File: config.mk
export PLATFORM = sky130hd
export DESIGN_NAME = hst_tri_build
export DESIGN_NICKNAME = d
export VERILOG_FILES = /design/src/design/hst_pkg.sv /design/src/design/hst_tri_build.sv
export SDC_FILE = /design/constraint.sdc
export NUM_CORES = 1
export LEC_CHECK = 0
export BUFFER_PORTS_ARGS = -buffer_cell sky130_fd_sc_hd__buf_2
export CAP_MARGIN = 20
export CORE_AREA = 2 2 253 255
export DETAILED_ROUTE_END_ITERATION = 8
export DIE_AREA = 0 0 255 257
export MAX_ROUTING_LAYER = met4
export PLACE_DENSITY = 0.3
export SETUP_SLACK_MARGIN = 0.4
export SYNTH_ARGS = -nofsm -noshare
export SYNTH_HDL_FRONTEND = slang
export SYNTH_SLANG_ARGS = --single-unit
File: constraint.sdc
create_clock -name vclk -period 5
set_clock_uncertainty 0.1 [all_clocks]
set_input_delay 0.75 -clock vclk [all_inputs]
set_output_delay 0.75 -clock vclk [all_outputs]
set_load 0.01 [all_outputs]
File: src/design/hst_pkg.sv
`timescale 1ns / 1ps
// ----------------------------------------------------------------------------
// hst_pkg - shared types and constants for the skirted heightfield triangulator
// Vertex and triangle layouts, field widths, register indexes, reset values.
// ----------------------------------------------------------------------------
package hst_pkg;

    localparam int DEFAULT_MAX_GRID = 1024;

    localparam int CoordW   = 10;
    localparam int HeightW  = 16;
    localparam int CfgW     = 11;
    localparam int CfgIdxW  = 1;
    localparam int MaxTri   = 5;
    localparam int TriCntW  = 3;
    localparam int InDataW  = 16;
    localparam int OutDataW = 112;

    localparam logic [CfgW-1:0] CFG_RESET_SIZE = 11'd16;

    typedef enum logic [CfgIdxW-1:0] {
        CFG_GRID_LENGTH = 1'b0,
        CFG_GRID_WIDTH  = 1'b1
    } t_cfg_idx;

    // x in the lowest bits, then y, then z
    typedef struct packed {
        logic [HeightW-1:0] z;
        logic [CoordW-1:0]  y;
        logic [CoordW-1:0]  x;
    } t_vtx;

    // vertex a in the lowest bits
    typedef struct packed {
        t_vtx c;
        t_vtx b;
        t_vtx a;
    } t_tri;

    localparam int TriPadW = OutDataW - $bits(t_tri);

    function automatic t_vtx mk_vtx(input logic [CoordW-1:0] x,
                                    input logic [CoordW-1:0] y,
                                    input logic [HeightW-1:0] z);
        t_vtx v;
        v.x = x;
        v.y = y;
        v.z = z;
        return v;
    endfunction

    function automatic t_tri mk_tri(input t_vtx a, input t_vtx b, input t_vtx c);
        t_tri t;
        t.a = a;
        t.b = b;
        t.c = c;
        return t;
    endfunction

endpackage

File: src/design/hst_tri_build.sv
`timescale 1ns / 1ps
// ----------------------------------------------------------------------------
// hst_tri_build - triangle list for one grid sample
// Surface cell pair, edge fans to the bottom corners and the bottom faces,
// packed in emission order with a count.
// ----------------------------------------------------------------------------
module hst_tri_build #(
    parameter int MAX_GRID = hst_pkg::DEFAULT_MAX_GRID
) (
    input  logic [$clog2(MAX_GRID)-1:0]   i_row,
    input  logic [$clog2(MAX_GRID)-1:0]   i_col,
    input  logic [$clog2(MAX_GRID+1)-1:0] i_len,
    input  logic [$clog2(MAX_GRID+1)-1:0] i_wid,
    input  logic [hst_pkg::HeightW-1:0]   i_height,
    input  logic [hst_pkg::HeightW-1:0]   i_prev_height,
    input  logic [hst_pkg::HeightW-1:0]   i_above,
    input  logic [hst_pkg::HeightW-1:0]   i_diag,
    output hst_pkg::t_tri                 o_tri [hst_pkg::MaxTri],
    output logic [hst_pkg::TriCntW-1:0]   o_cnt
);
    import hst_pkg::*;

    localparam int CW = $clog2(MAX_GRID);
    localparam int SW = $clog2(MAX_GRID+1);

    logic [CW-1:0] row_m1, col_m1;
    logic [SW-1:0] len_m1, wid_m1, len_half, wid_half, row_ext, col_ext;
    logic [SW:0]   len_p1, wid_p1;
    logic          row_zero, col_zero, col_lt_half, col_at_half;
    logic          row_lt_half, row_at_half, row_bottom, col_right;
    t_vtx          rf, lf, rb, lb, cur, last_v, p, p1, p2;

    assign row_m1   = i_row - 1'b1;
    assign col_m1   = i_col - 1'b1;
    assign len_m1   = i_len - 1'b1;
    assign wid_m1   = i_wid - 1'b1;
    assign len_p1   = {1'b0, i_len} + 1'b1;
    assign wid_p1   = {1'b0, i_wid} + 1'b1;
    assign len_half = SW'(len_p1 >> 1);
    assign wid_half = SW'(wid_p1 >> 1);
    assign row_ext  = SW'(i_row);
    assign col_ext  = SW'(i_col);

    assign row_zero    = (i_row == '0);
    assign col_zero    = (i_col == '0);
    assign col_lt_half = (col_ext < wid_half);
    assign col_at_half = (col_ext == wid_half);
    assign row_lt_half = (row_ext < len_half);
    assign row_at_half = (row_ext == len_half);
    assign row_bottom  = (row_ext == len_m1);
    assign col_right   = (col_ext == wid_m1);

    // bottom corners at z = 0
    assign rf  = mk_vtx('0, '0, '0);
    assign lf  = mk_vtx('0, CoordW'(wid_m1), '0);
    assign rb  = mk_vtx(CoordW'(len_m1), '0, '0);
    assign lb  = mk_vtx(CoordW'(len_m1), CoordW'(wid_m1), '0);
    assign cur = mk_vtx(CoordW'(i_row), CoordW'(i_col), i_height);
    assign p   = mk_vtx(CoordW'(row_m1), '0, i_above);
    assign p1  = mk_vtx(CoordW'(row_m1), CoordW'(col_m1), i_diag);
    assign p2  = mk_vtx(CoordW'(row_m1), CoordW'(i_col), i_above);
    // previous sample wraps to the end of the row above at column zero
    assign last_v = col_zero ? mk_vtx(CoordW'(row_m1), CoordW'(wid_m1), i_prev_height)
                             : mk_vtx(CoordW'(i_row), CoordW'(col_m1), i_prev_height);

    always_comb begin
        t_tri              tri_q [MaxTri];
        logic [TriCntW-1:0] n;
        for (int k = 0; k < MaxTri; k++) begin
            tri_q[k] = '0;
        end
        n = '0;
        if (row_zero) begin
            if (col_zero) begin
                // the two bottom faces
                tri_q[n] = mk_tri(rf, lf, lb);
                n = n + 1'b1;
                tri_q[n] = mk_tri(rf, lb, rb);
                n = n + 1'b1;
            end else begin
                tri_q[n] = mk_tri(col_lt_half ? rf : lf, last_v, cur);
                n = n + 1'b1;
                if (col_at_half) begin
                    tri_q[n] = mk_tri(rf, last_v, lf);
                    n = n + 1'b1;
                end
            end
        end else if (col_zero) begin
            tri_q[n] = mk_tri(p, row_lt_half ? rf : rb, cur);
            n = n + 1'b1;
            if (row_at_half) begin
                tri_q[n] = mk_tri(lb, lf, last_v);
                n = n + 1'b1;
                tri_q[n] = mk_tri(rb, p, rf);
                n = n + 1'b1;
            end
        end else begin
            tri_q[n] = mk_tri(p1, last_v, cur);
            n = n + 1'b1;
            tri_q[n] = mk_tri(p2, p1, cur);
            n = n + 1'b1;
            if (row_bottom) begin
                tri_q[n] = mk_tri(last_v, col_lt_half ? rb : lb, cur);
                n = n + 1'b1;
                if (col_at_half) begin
                    tri_q[n] = mk_tri(rb, lb, last_v);
                    n = n + 1'b1;
                end
            end
            if (col_right) begin
                tri_q[n] = mk_tri(row_lt_half ? lf : lb, p2, cur);
                n = n + 1'b1;
            end
        end
        o_tri = tri_q;
        o_cnt = n;
    end

endmodule

==> flow_summary.ini <==
[layout]
nets = 1988
final_common_cell = buf_2
area_delta_synth_final_pct = 83.0
fillers = 7248
register_area_sq_um = 0
seq_cells = 0
layout_common_cells = 582 x buf_2, 172 x nor2_1, 118 x buf_4, 107 x nand2_1, 98 x and2_1
finalInstanceArea_sq_mm = 0.0129
utilization_pct = 20.5
clock_buffers = 0
finalNonFillerCells = 2700
layout-drive-gt1-share_pct = 48.5

[sta]
fin_setup_tns_ps = 0
hold_ws_ps = 1770
fmax_ghz = 0.216
setup_ws_ps = 375
slew_viol_final = 0
worst_slew_pin_slew_ps = 1070
fin_crit_sh_pct = 92.5
hold_viol_final = 0
rsz0062_at_grt = yes
timing.slew.headroom_pct = 28.0
timing.final.setup_violations = 0
fin_crit_ps = 4630

[routing]
viasPerCell = 4.45
dr.pass1.iters = 5
drtAntennaViolNets = 0
post-route-drc-count = 0
drt-total-wl_um = 70700
vias = 12000
wl_per_cell_um = 26.2
drtIter0Drc = 710

[place]
placed_cell_area_sq_mm = 0.0115
place_worst_setup_slack_ps = -238
place_hpwl_um = 56200
io_buffer_count = 617
dp_cells = 2646
finalWeightedCongestion = 0.841

[global_route]
busiest_layer = met2
antenna_found_initial = 5
grt_use_met2_pct = 36.7
grt_use_total_pct = 20.7
grt_max_degree = 61
use_met1_pct = 25.3
globalRouteMet3Util_pct = 1.80
grt_pass1_wl_um = 93900
grt_pass1_vias = 11600
grt.overflow.total = 0

[setup_path]
critPathMostFrequentCell = buf_6
worstSetupPathType = in -> out
slowest_delay_ps = 410
path_cells = buf_8 > buf_8 > or3_4 > or3_4 > mux2i_2 > o2111ai_2 > nor4_4 > buf_6 > buf_12 > buf_6 > a31oi_4 > buf_6 > buf_6 > buf_6 > o32ai_2 > buf_2
critPathBufInv = 9
critPathLaunchType = input pin
worst_setup_path_end_kind = primary output
cp.arrival_ps = 3780
cp.required_ps = 4150
crit_family = buffers and inverters
slowest_stage = or3_4
path_max_fanout = 9

[clock_tree]
ctsHoldBuffers = 0

[min_path]
hp-class = in -> out

[synthesis]
synth.cell_area_sq_mm = 0.00704
synthCells = 1212
ys_warn_count = 0
synth_cell_types = 75
synth_area_per_cell_sq_um = 5.81
yosysSeqAreaShare_pct = 0

[power_and_ir_drop]
vdd_drop_max_mv = 0.0173
power.density_mw_per_mm2 = 59.0
power.total_mw = 0.760
leakage_nw = 6.67

[job]
cap_violations = 0

[floorplan]
start_util_pct = 11.2
rows = 92
die_w_um = 255
coreArea_sq_mm = 0.0627
io_pins = 649
die_h_um = 257
die_area_sq_mm = 0.0655

[status]
outcome = finished clean
-- where the power goes --
part	internal (mW)	total (mW)	switching, mW
Clock	0.0000000538	0.0000000538	0
Combinational	0.267	0.760	0.493
Sequential	0	0	0
-- area by class of cell --
cell class         count  area [sq um]  share of cell area (%)
multi-input cells   1053          6750                    52.5
well taps            846          1060                    8.22
repair buffers       774          4950                    38.4
diodes                 2          5.00                  0.0389
inverters             25           109                   0.845
-- kinds of logic (layout without fill, tap and decap cells) --
family	count (synthesis)	after routing	share of synthesized area (%)
and+or+nand+nor	607	607	43.9
xor gates and xnor gates	57	57	7.48
AOI/OAI and AO/OA	326	326	30.0
adders and majority gates	28	28	4.98
buffers and inverters	190	799	13.1
muxes	3	3	0.444
other	1	34	0.0533
-- per-layer routing --
metal | up-vias | wire length, um
li1 | 5445 | -
met3 | 58 | 3730
met1 | 5950 | 30000
met4 | 0 | 1800
met5 | - | 0
met2 | 573 | 35300
-- synthesized netlist by cell type, types with 4 or more instances --
master / instances / area share (%)
nor2_1: 182 / 9.7
and2_1: 126 / 11
nand2_1: 112 / 6.0
clkbuf_1: 83 / 4.4
a21oi_1: 79 / 5.6
o21ai_0: 75 / 5.3
a22o_1: 48 / 6.0
buf_4: 45 / 4.8
o22ai_1: 42 / 3.7
and3_1: 39 / 3.5
nor3_1: 33 / 2.3
xnor2_1: 33 / 4.1
ha_1: 28 / 5.0
inv_1: 24 / 1.3
nand3_1: 24 / 1.7
xor2_1: 22 / 2.7
buf_2: 18 / 1.3
or3_1: 17 / 1.5
o21bai_1: 16 / 1.7
a31oi_1: 14 / 1.2
buf_1: 14 / 0.75
nor2b_1: 10 / 0.89
nand4_1: 8 / 0.71
nor4_1: 8 / 0.71
a21o_1: 7 / 0.75
and4_1: 7 / 0.87
o22a_1: 7 / 0.87
o32ai_1: 7 / 0.87
or2_2: 6 / 0.53
a22oi_1: 5 / 0.53
nand3b_1: 5 / 0.53
or4_1: 5 / 0.53
nand2b_1: 4 / 0.36
o31ai_1: 4 / 0.43
-- path summary, 6_finish.rpt --
| kind | from | end | cells after the start |
|---|---|---|---|
| worst max-delay path | i_wid[0] | o_tri[257] | 16 |
| worst min-delay path | i_diag[10] | o_tri[390] | 3 |
-- what timing repair did --
action | 4_1_cts | 5_1_grt
setup endpoints to repair | 256 | 265
buffers inserted | 30 | 14
gates resized for setup | 102 | 87
cloned | 6 | 2
pin swaps | 14 | 21
-- worst min-delay path, cell delays in order --
cell and delay, ps:
buf_2 100, a22o_1 130, buf_2 140
(Power assumes the default switching activity.)
